==> config.mk <==
export PLATFORM = sky130hd
export DESIGN_NAME = tcld_stepper
export DESIGN_NICKNAME = d
export VERILOG_FILES = /design/src/tcld_pkg.sv /design/src/tcld_stepper.sv
export SDC_FILE = /design/constraint.sdc
export NUM_CORES = 1
export LEC_CHECK = 0
export BUFFER_PORTS_ARGS = -buffer_cell sky130_fd_sc_hd__buf_2
export CORE_MARGIN = 1
export CORE_UTILIZATION = 30
export CTS_BUF_LIST = sky130_fd_sc_hd__clkbuf_8
export DETAILED_ROUTE_END_ITERATION = 10
export GPL_TIMING_DRIVEN = 1
export PLACE_DENSITY_LB_ADDON = 0.15
export SETUP_SLACK_MARGIN = 0.02
export SLEW_MARGIN = 20
export SYNTH_ARGS = -nofsm -noshare
export SYNTH_HDL_FRONTEND = slang
export SYNTH_SLANG_ARGS = --single-unit
==> constraint.sdc <==
create_clock -name i_clk -period 14.93 [get_ports i_clk]
set_input_delay 0.7465 -clock i_clk [delete_from_list [all_inputs] [get_ports i_clk]]
set_output_delay 0.7465 -clock i_clk [all_outputs]
set_load 0.01 [all_outputs]
==> src/tcld_pkg.sv <==
`timescale 1ns / 1ps
// ----------------------------------------------------------------------------
// Tiled canvas line drawer package
// Request codes, coordinate type and the point record that the line stepper
// hands to the canvas control.
// ----------------------------------------------------------------------------
package tcld_pkg;

    localparam int COORD_W   = 11;
    localparam int INK_W     = 4;
    localparam int WORD_W    = 32;
    localparam int WADDR_W   = 13;

    localparam logic [1:0] OP_DRAW  = 2'd0;
    localparam logic [1:0] OP_READ  = 2'd1;
    localparam logic [1:0] OP_CLEAR = 2'd2;

    localparam logic [INK_W-1:0] NIBBLE_MASK = 4'hF;

    typedef logic signed [COORD_W-1:0] t_coord;

    typedef struct packed {
        t_coord x;
        t_coord y;
        logic   last;
    } t_point;

endpackage

==> src/tcld_stepper.sv <==
`timescale 1ns / 1ps
// ----------------------------------------------------------------------------
// Tiled canvas line stepper
// Holds the Bresenham walk state and moves to the next point of the line on
// each advance strobe.
// ----------------------------------------------------------------------------
module tcld_stepper
    import tcld_pkg::*;
(
    input  logic   i_clk,
    input  logic   i_load,
    input  t_coord i_start_x,
    input  t_coord i_start_y,
    input  t_coord i_end_x,
    input  t_coord i_end_y,
    input  logic   i_advance,
    output t_point o_point
);

    t_coord              r_x, r_y, r_x1, r_y1;
    logic                r_sx, r_sy;
    logic signed [12:0]  r_dx, r_dy;
    logic signed [13:0]  r_err;

    logic signed [11:0]  diff_x, diff_y;
    logic        [11:0]  abs_x, abs_y;
    logic signed [12:0]  load_dx, load_dy;
    logic signed [14:0]  e2;
    logic                step_x, step_y;
    logic signed [13:0]  n_err;

    always_comb begin
        diff_x  = {i_end_x[COORD_W-1], i_end_x} - {i_start_x[COORD_W-1], i_start_x};
        diff_y  = {i_end_y[COORD_W-1], i_end_y} - {i_start_y[COORD_W-1], i_start_y};
        abs_x   = diff_x[11] ? 12'(-diff_x) : 12'(diff_x);
        abs_y   = diff_y[11] ? 12'(-diff_y) : 12'(diff_y);
        load_dx = $signed({1'b0, abs_x});
        load_dy = -$signed({1'b0, abs_y});

        e2      = {r_err, 1'b0};
        step_x  = e2 >= $signed({{2{r_dy[12]}}, r_dy});
        step_y  = e2 <= $signed({{2{r_dx[12]}}, r_dx});
        n_err   = r_err + (step_x ? {r_dy[12], r_dy} : 14'sd0)
                        + (step_y ? {r_dx[12], r_dx} : 14'sd0);
    end

    always_ff @(posedge i_clk) begin
        if (i_load) begin
            r_x   <= i_start_x;
            r_y   <= i_start_y;
            r_x1  <= i_end_x;
            r_y1  <= i_end_y;
            r_sx  <= diff_x > 12'sd0;
            r_sy  <= diff_y > 12'sd0;
            r_dx  <= load_dx;
            r_dy  <= load_dy;
            r_err <= {load_dx[12], load_dx} + {load_dy[12], load_dy};
        end else if (i_advance) begin
            r_err <= n_err;
            if (step_x) begin
                r_x <= r_sx ? r_x + 11'sd1 : r_x - 11'sd1;
            end
            if (step_y) begin
                r_y <= r_sy ? r_y + 11'sd1 : r_y - 11'sd1;
            end
        end
    end

    assign o_point.x    = r_x;
    assign o_point.y    = r_y;
    assign o_point.last = (r_x == r_x1) && (r_y == r_y1);

endmodule

== After elaboration in Yosys (flattened, before gate mapping) ==
Index checks and enable logic that the tools add are counted.
Storage, ports and cells
  register bits: 85
  input port bits: 47
  output and inout port bits: 23
  word-level logic and storage cells: 47
Cells by class
  $add $sub $neg: 12
  magnitude comparators: 4
  equal/unequal tests: 2
  muxes and demuxes: 14
  reduce and logical (&&, ||, !) cells: 6
Operators by type and width (number)
  $mux 11: 8
  $mux 14: 3
  $mux 12: 3
  $gt 12x1->1 const B: 2
  $neg 12->12: 2
  $sub 11x11->12: 2
  $add 11x2->11 const B: 2
  $eq 11x11->1: 2
  $sub 11x2->11 const B: 2
  $ge 15x13->1: 1
  $le 15x13->1: 1
  $add 13x13->14: 1
  $add 14x12->14: 1
  $add 14x14->14: 1
  $neg 12->13: 1
  $reduce_bool 2->1: 3
  $reduce_and 2->1: 2
  $logic_and 1x1->1: 1

== Logic depth before layout (Yosys ltp) ==
Gate-level depths: netlist of the first run.
  word-level depth: 6
  gate-level depth with buffers: 26
  depth with buffers taken out: 25

== Least setup slack after synthesis of the first run ==
No wires, ideal clock.
  kind: input port to flip-flop
  from: input port i_start_y[2]
  to: register r_err[13], data pin
  setup time: 0.265 ns
  data arrival time: 4.898 ns
  data required time: 14.665 ns
  slack: 9.766 ns
  cell stages on the path: 25
  path buffers: 3
  cell sequence: inv_1 ha_1 buf_2 o21a_1 a21boi_4 o31ai_2 and2_1 buf_2 clkbuf_1 nor2_1 a21oi_1 ha_1 o21ai_0 a21o_1 o211ai_1 o31ai_1 xnor2_1 ha_1 nor2_1 nor2_1 o41ai_1 o211ai_1 a21oi_1 o2111a_1 or3_1
On the way
  cells in the longest elaborated chain, start to end: 6
Ends and longest elaborated chain
  from (decl): RTL line tcld_stepper.sv:13  | input t_coord i_start_y,
  $sub 11x11->12 *: RTL line tcld_stepper.sv:34  | diff_y = {i_end_y[COORD_W-1], i_end_y} - {i_start_y[COORD_W-1], i_start_y};
  $neg 12->12: RTL line tcld_stepper.sv:36  | abs_y = diff_y[11] ? 12'(-diff_y) : 12'(diff_y);
  $mux 12 *: RTL line tcld_stepper.sv:36
  $neg 12->13 *: RTL line tcld_stepper.sv:38  | load_dy = -$signed({1'b0, abs_y});
  via load_dy[6]: RTL line tcld_stepper.sv:27  | logic signed [12:0] load_dx, load_dy;
  $add 13x13->14 *: RTL line tcld_stepper.sv:57  | r_err <= {load_dx[12], load_dx} + {load_dy[12], load_dy};
  $mux 14 *: RTL line tcld_stepper.sv:48  | if (i_load) begin
  to (signal assigned): RTL line tcld_stepper.sv:57
  to (signal assigned): RTL line tcld_stepper.sv:59  | r_err <= n_err;
  to (decl): RTL line tcld_stepper.sv:23  | logic signed [13:0] r_err;
The timed path passes the listed nets; every way through them passes the cells marked *.
A chain may end at the register's enable or synchronous reset.

== Final worst setup path of the first run ==
  from: register r_err[2]
  to: register r_err[13], data pin
On the way
  cells in the longest elaborated chain, start to end: 6
  elaborated cells on any way between the ends: 8
  classes of those cells: add/sub: 2; order compare: 2; mux: 4
Ends and longest elaborated chain
  $ge 15x13->1: RTL line tcld_stepper.sv:41  | step_x = e2 >= $signed({{2{r_dy[12]}}, r_dy});
  $mux 14: RTL line tcld_stepper.sv:43  | n_err = r_err + (step_x ? {r_dy[12], r_dy} : 14'sd0)
  $add 14x14->14: RTL line tcld_stepper.sv:43
  $add 14x12->14 *: RTL line tcld_stepper.sv:44  | + (step_y ? {r_dx[12], r_dx} : 14'sd0);
  $mux 14 *: RTL line tcld_stepper.sv:58  | end else if (i_advance) begin
  $mux 14 *: RTL line tcld_stepper.sv:48
Every way passes the cells marked *; elsewhere a longest branch is shown, timed or not. The select of a mux whose other input is x is not followed.

==> results of run 1 <==
layout by cell type, fill, tap and decap left out, types with 10 or more instances in the layout:
cell,count
o21a_1,17
o21ai_0,43
o211ai_1,14
a21oi_1,58
nor2_1,46
a21o_1,20
nand3_1,10
nand2_1,56
o21bai_1,12
fa_1,18
xnor2_1,57
edfxtp_1,85
buf_2,68
and2_1,14
inv_1,81
nand2b_1,10
ha_1,93
nor3_1,22
nor4_1,13
xor2_1,37
cell usage after synthesis (4+ instances only):
master	instances	area, sq um
o31ai_1	4	30.0
ha_1	93	1160
edfxtp_1	85	2550
fa_1	18	360
a211o_1	6	52.6
o22ai_1	4	25.0
buf_2	5	25.0
inv_1	80	300
xor2_1	37	324
o211ai_1	14	105
nor3_1	22	110
o41ai_1	5	43.8
nand2_1	56	210
a21o_1	20	150
and3_1	5	31.3
and2_1	14	87.6
a31oi_1	9	56.3
nor2b_1	8	50.1
a21oi_1	58	290
mux2i_1	7	70.1
or2_2	6	37.5
nand4_1	6	37.5
nand3_1	10	50.1
nor4_1	13	81.3
o21ai_0	43	215
o21a_1	17	128
xnor2_1	57	499
a211oi_1	4	30.0
clkbuf_1	13	48.8
nand2b_1	10	62.6
o31a_1	6	52.6
or3_1	9	56.3
nor2_1	46	173
o21bai_1	12	90.1
kinds of logic after synthesis:
group / count (synthesis) / share of synthesized area [%]
fa+ha+maj: 111 / 19.0
simple gates: 216 / 13.5
flops: 85 / 31.8
xor+xnor: 94 / 10.2
mux: 10 / 1.29
buf+inv: 101 / 4.89
compound gates: 229 / 19.3
critical path, cell delays in order, from the launching register on:
cell and delay [ps]:
edfxtp_1 490, ha_1 340, nand2_1 50, o21ai_0 170, a21o_1 160, a31oi_1 100, o21ai_0 370, a21oi_1 120
o21ai_0 180, buf_4 220, and2_1 170, fa_1 420, ha_1 230, inv_1 70, fa_1 210, nor2b_1 70
o31a_1 280, o211ai_1 180, a21boi_0 190, o31a_1 310, o41ai_1 480, nand2b_1 180, mux2i_1 70, or3_1 360
flip-flops by register name (all words and copies together) (netlist names):
signal  cells
r_y        11
r_dy       13
r_err      14
r_y1       11
r_x        11
r_sy        1
r_dx       12
r_sx        1
r_x1       11
metal layers:
metal	vias to the layer above	share of wire, %	GRT usage, %
met1	2950	50	21.7
met4	0	1.2	3.66
met2	94	46	25.6
met3	15	2.9	2.53
li1	3204	-	-
met5	-	0	0
report_power, final:
part	switching, W	total (W)	internal, W
clock	0.0000996	0.000178	0.0000781
combinational	0.000694	0.00127	0.000571
sequential	0.0000711	0.000446	0.000375
cell type report:
class	count	area (sq um)
fill	2726	17200
inverter	82	308
clock inverter	7	72.6
clock buffer	9	124
tap	335	419
multi-input combinational	660	5090
sequential	85	2550
timing repair buffer	72	370
stage by stage:
| stage | setup WS [ps] | util [%] |
|---|---|---|
| 2_1_floorplan | 9770 | - |
| 3_3_place_gp | 9070 | 33.5 |
| 3_5_place_dp | 9110 | 33.5 |
| 4_1_cts | 9220 | 34.2 |
| 5_1_grt | 8660 | 34.2 |
| 6_report | 9240 | 34.2 |
how the worst min path moves through the flow:
| stage | from | to |
|---|---|---|
| after floorplan | r_y[0]$_DFFE_PP_ | r_y[0]$_DFFE_PP_ |
| after global placement | r_x[0]$_DFFE_PP_ | r_x[0]$_DFFE_PP_ |
| after detailed placement | r_x[0]$_DFFE_PP_ | r_x[0]$_DFFE_PP_ |
| after CTS | i_end_y[5] | r_y1[5]$_DFFE_PP_ |
| after global routing | i_end_y[5] | r_y1[5]$_DFFE_PP_ |
| final | i_end_y[10] | r_y1[10]$_DFFE_PP_ |
==> flow_summary_export.csv, run 1 <==
group,metric,value,unit
routing,wl,21000,um
yosys,ys_seq_area_share,31.8,%
worst_setup_path,start_kind,"flip-flop",
yosys,synth_area,0.00803,sq mm
sta,maxSlewHeadroom,30.6,%
yosys,syn_avg_cell_area,9.50,sq um
sta,hold_viol,0,
floorplanning,die_h,166,um
yosys,syn_nets,1004,
layout,instances_no_fill,1250,
worst_setup_path,arrival,5810,ps
yosys,async_flop_share,0,%
worst_setup_path,r2r_slack,9240,ps
routing,drc,6,
routing,drtPass1Iterations,8,
worst_setup_path,cp-endpoint,"r_err[13]$_DFFE_PP_",
placement,place_inst,1234,
routing,antenna_left,0,
layout,n_antenna_cell,0,
clocking,cts_hold_buf,0,
worst_setup_path,crit_path_end_kind,"flip-flop",
worst_setup_path,critPathKind,"flip-flop to flip-flop",
worst_setup_path,rr_startpoint,"r_err[2]$_DFFE_PP_",
clocking,cts_buffers,9,
placement,dp_hpwl,16800,um
yosys,synth-warning-count,0,
clocking,clk_path_buf_depth,2,
layout,area_growth,11.3,%
floorplanning,ios,70,
placement,place_congestion,0.779,
power_and_ir_drop,vdd_drop_max,0.0914,mV
sta,maxSlewViolCount,0,
layout,drive_gt1_share,12.0,%
floorplanning,die_width,166,um
global_routing,antenna_found_initial,0,
yosys,ys_types,66,
layout,stdcell_area,0.00894,sq mm
placement,placed_cell_area,0.00874,sq mm
min_path,hp-class,"primary input to flip-flop",
worst_setup_path,regToRegEndpoint,"r_err[13]$_DFFE_PP_",
worst_setup_path,worst_r2r_path_depth,23,
flow_run,max_cap_viol_count,0,
power_and_ir_drop,power.density,211,mW/mm^2
sta,finalWorstPathRequiredPeriod,5690,ps
clocking,post_cts_resized,0,
clocking,clkLatencyLatePin,390,ps
global_routing,grt_overflow,0,
sta,worst_pin_slew,1040,ps
status,violations,"design-rule violations",
status,outcome,"finished with violations",
floorplanning,fp-row-count,59,
global_routing,grt_max_degree,64,
routing,routedWlPerCell,16.8,um
routing,vias,6263,
clocking,cts_sinks,85,
sta,fin_worst_skew,27.1,ps
sta,grt_setup_unrepaired,"no",
global_routing,grt_pass1_wl,33800,um
sta,setup_tns,0,ps
floorplanning,die-area,0.0274,sq mm
power_and_ir_drop,p_total,0.00189,W
routing,drtIter0Drc,400,
clocking,clk_pin_slew,110,ps
global_routing,grt_pass1_vias,6109,
sta,finalSetupViolations,0,
yosys,ys.flop_type,"edfxtp_1",
yosys,ys_seq_elements,85,
floorplanning,coreArea,0.0261,sq mm
routing,vias_per_cell,5.01,
clocking,cts_tree,"done",
global_routing,grt_use_total,15.7,%
min_path,hold_depth,1,
worst_setup_path,path_max_fanout,13,
sta,hold_ws,542,ps
clocking,post-cts-setup-buffers,0,
clocking,clock-root-buffer,"clkbuf_8",
sta,period_share,38.1,%
placement,portBuffers,69,
yosys,synth-edff-count,85,
worst_setup_path,cp.required,15050,ps
worst_setup_path,startpoint,"r_err[2]$_DFFE_PP_",
sta,fmax,176,MHz
power_and_ir_drop,p_leak,3.78,nW
yosys,synthCells,846,
floorplanning,initial_core_util,30.7,%
clocking,cts_htree_levels,3,
layout,nets,1068,
(Power assumes the default switching activity.)
==> run 2: changes to the inputs <==
--- a/config.mk
+++ b/config.mk
@@ -5,6 +5,7 @@
 export SDC_FILE = /design/constraint.sdc
 export NUM_CORES = 1
 export LEC_CHECK = 0
+export ABC_AREA = 1
 export BUFFER_PORTS_ARGS = -buffer_cell sky130_fd_sc_hd__buf_2
 export CORE_MARGIN = 1
 export CORE_UTILIZATION = 30
==> constraint.sdc (replaced) <==
create_clock -name i_clk -period 4.7 [get_ports i_clk]
set_input_delay 0.235 -clock i_clk [delete_from_list [all_inputs] [get_ports i_clk]]
set_output_delay 0.235 -clock i_clk [all_outputs]
set_load 0.01 [all_outputs]
==> flow_summary_export.csv, run 2 <==
group,metric,value,unit
status,outcome,"complete, no violations",
yosys,syn_avg_cell_area,7.71,sq um
placement,portBuffers,69,
floorplanning,die_h,169,um
routing,vias_per_cell,4.69,
global_routing,grt_pass1_wl,37700,um
yosys,synthCells,1085,
global_routing,grt_use_total,16.8,%
clocking,clkLatencyLatePin,400,ps
global_routing,grt_max_degree,71,
min_path,hp-class,"primary input to flip-flop",
sta,worst_pin_slew,901,ps
worst_setup_path,path_max_fanout,8,
sta,maxSlewViolCount,0,
sta,fmax,230,MHz
routing,drc,0,
floorplanning,coreArea,0.0272,sq mm
yosys,ys_seq_elements,85,
clocking,cts_sinks,85,
yosys,ys_seq_area_share,30.5,%
layout,fillCellCount,2956,
layout,n_antenna_cell,0,
routing,routedWlPerCell,14.7,um
placement,pre_cts_ws,135,ps
yosys,ys.flop_type,"edfxtp_1",
sta,setup_tns,0,ps
sta,maxSlewHeadroom,39.9,%
worst_setup_path,crit_family,"simple AND/OR/NAND/NOR gates",
power_and_ir_drop,p_sw,0.00279,W
floorplanning,die-area,0.0285,sq mm
worst_setup_path,start_kind,"flip-flop",
sta,grt_setup_unrepaired,"no",
power_and_ir_drop,vdd_drop_max,0.220,mV
global_routing,antenna_found_initial,0,
layout,drive_gt1_share,14.4,%
placement,placed_cell_area,0.00922,sq mm
floorplanning,fp-row-count,60,
layout,ff_latch_area,0.00255,sq mm
layout,nets,1328,
yosys,synthMostInstantiatedCell,"nand2_1",
worst_setup_path,worstPathCellList,"ha_1 > nand2_1 > nor2_1 > a211oi_1 > o21ai_0 > nand3_1 > nand2_1 > or2_2 > nand2_2 > inv_2 > buf_4 > nor2_2 > fa_1 > ha_1 > a21oi_1 > o21ai_0 > a21oi_1 > o21ai_0 > nand2_1 > a21oi_1 > or2_2 > o21ai_0 > nand2_1",
power_and_ir_drop,power_frac_comb,66.7,%
yosys,synthTopCellsByCount,"nand2_1, inv_1, ha_1, edfxtp_1, nor2_1",
layout,layout_commonest_cell,"nand2_1",
layout,area_growth,12.7,%
routing,antenna_left,0,
power_and_ir_drop,seqPwrFrac,23.9,%
clocking,clk_path_buf_depth,2,
yosys,async_flop_share,0,%
sta,hold_viol,0,
layout,layout_common_cells,"nand2_1, inv_1, ha_1, edfxtp_1, nor2_1",
layout,multi_input_area,0.00512,sq mm
sta,finalSetupViolations,0,
layout,reg_top3,"r_err x14, r_dy x13, r_dx x12",
layout,largest_reg_flops,14,
yosys,synth-warning-count,0,
flow_run,max_cap_viol_count,0,
worst_setup_path,arrival,4490,ps
worst_setup_path,crit_buf_inv,2,
power_and_ir_drop,intPower,0.00281,W
global_routing,grt_overflow,0,
clocking,clk_pin_slew,120,ps
routing,drtPass1Iterations,5,
floorplanning,ios,70,
power_and_ir_drop,p_leak,4.52,nW
clocking,cts_htree_levels,3,
clocking,cts_tree,"done",
sta,period_share,92.5,%
yosys,synth_top_cell_by_area,"edfxtp_1",
yosys,synth_area,0.00836,sq mm
worst_setup_path,critPathKind,"flip-flop to flip-flop",
power_and_ir_drop,clkPwrFrac,9.4,%
routing,drtIter0Drc,383,
worst_setup_path,cpPeakStageDelay,430,ps
yosys,ys_top_cells_by_area,"edfxtp_1, ha_1, nand2_1",
clocking,clock-root-buffer,"clkbuf_8",
sta,fin_worst_skew,25.2,ps
routing,vias,7258,
yosys,synth-edff-count,85,
layout,top_register,"r_err",
placement,dp_hpwl,18600,um
power_and_ir_drop,p_sw_share,49.8,%
floorplanning,die_width,169,um
layout,stdcell_area,0.00942,sq mm
yosys,syn_nets,1243,
placement,place_congestion,0.838,
sta,hold_ws,25.4,ps
global_routing,grt_pass1_vias,7249,
yosys,ys_types,48,
floorplanning,initial_core_util,30.8,%
power_and_ir_drop,power.density,594,mW/mm^2
yosys,synth_top_area_share,30.5,%
worst_setup_path,crit_path_end_kind,"flip-flop",
clocking,cts_buffers,9,
worst_setup_path,slowest_stage,"edfxtp_1",
power_and_ir_drop,p_total,0.00560,W
routing,wl,22700,um
sta,worst_slack,354,ps
worst_setup_path,cp.required,4850,ps
sta,finalWorstPathRequiredPeriod,4350,ps
==> run 2: cell count changes in the layout (fill, tap and decap cells not counted), moves of 17 or more <==
| cell | before | now |
|---|---|---|
| nand2_1 | 56 | 234 |
| inv_1 | 81 | 163 |
| nand3_1 | 10 | 69 |
| xnor2_1 | 57 | 9 |
| nor2_1 | 46 | 78 |
| a21o_1 | 20 | 1 |
| a21oi_1 | 58 | 76 |
| o21ai_0 | 43 | 61 |
| nand2_2 | 0 | 17 |
==> run 2: kinds of logic after synthesis <==
| kind of cell | share of synthesized area (%) |
|---|---|
| and+or+nand+nor | 25.6 |
| AOI/OAI and AO/OA | 12.4 |
| DFF | 30.5 |
| xor gates and xnor gates | 4.82 |
| adders and majority gates | 18.2 |
| buffers and inverters | 8.41 |
==> run 2: worst reg2reg max path, cell delays in order (launching register included) <==
cell and delay, ps:
edfxtp_1 430, ha_1 310, nand2_1 70, nor2_1 40
a211oi_1 190, o21ai_0 150, nand3_1 90, nand2_1 60
or2_2 280, nand2_2 100, inv_2 100, buf_4 170
nor2_2 100, fa_1 430, ha_1 360, a21oi_1 130
o21ai_0 80, a21oi_1 200, o21ai_0 150, nand2_1 100
a21oi_1 60, or2_2 280, o21ai_0 150, nand2_1 80
==> run 2: power groups by stage <==
stage | logic [W] | clock network [W] | registers [W]
5_1_grt | 0.00430 | 0.000569 | 0.00137
3_5_place_dp | 0.00369 | 0 | 0.00137
6_report | 0.00373 | 0.000529 | 0.00134
3_3_place_gp | 0.00370 | 0 | 0.00137
2_1_floorplan | 0.00271 | 0 | 0.00134
4_1_cts | 0.00372 | 0.000551 | 0.00135
==> run 2: path summary, 6_finish.rpt <==
check / start / endpoint / slack, ps / depth (start not counted)
setup / recovery: r_err[1]$_DFFE_PP_ / r_err[12]$_DFFE_PP_ / 350 / 23
setup reg to reg: r_err[1]$_DFFE_PP_ / r_err[12]$_DFFE_PP_ / 350 / 23
hold / removal: i_end_y[5] / r_y1[5]$_DFFE_PP_ / 30 / 1
hold reg to reg: r_sx$_DFFE_PP_ / r_x[10]$_DFFE_PP_ / 760 / 4
==> run 2: layer usage <==
metal | GRT usage (%) | vias up | part of all wire (%)
li1 | - | 3795 | -
met1 | 23.3 | 3305 | 50
met2 | 27.3 | 136 | 45
met3 | 1.89 | 22 | 3.4
met4 | 5.30 | 0 | 1.6
met5 | 0 | - | 0
==> run 2: through the flow <==
stage	utilization [%]	instances
finish	34.7	1547
global route	34.7	1547
CTS	34.6	1544
detailed placement	33.9	1528
global placement	33.9	1528
floorplan	-	1085
==> run 2: repair_timing <==
action,CTS,global route
buffers inserted,0,3
gates resized for setup,0,6
hold buffers,0,0
endpoints found under the setup margin,0,2
==> run 2: layout make-up <==
class,instances,area share (%)
Multi-Input combinational cell,818,54.3
Clock buffer,9,1.31
Sequential cell,85,27.1
Clock inverter,7,0.571
Tap cell,372,4.94
Timing Repair Buffer,85,4.97
Inverter,171,6.81
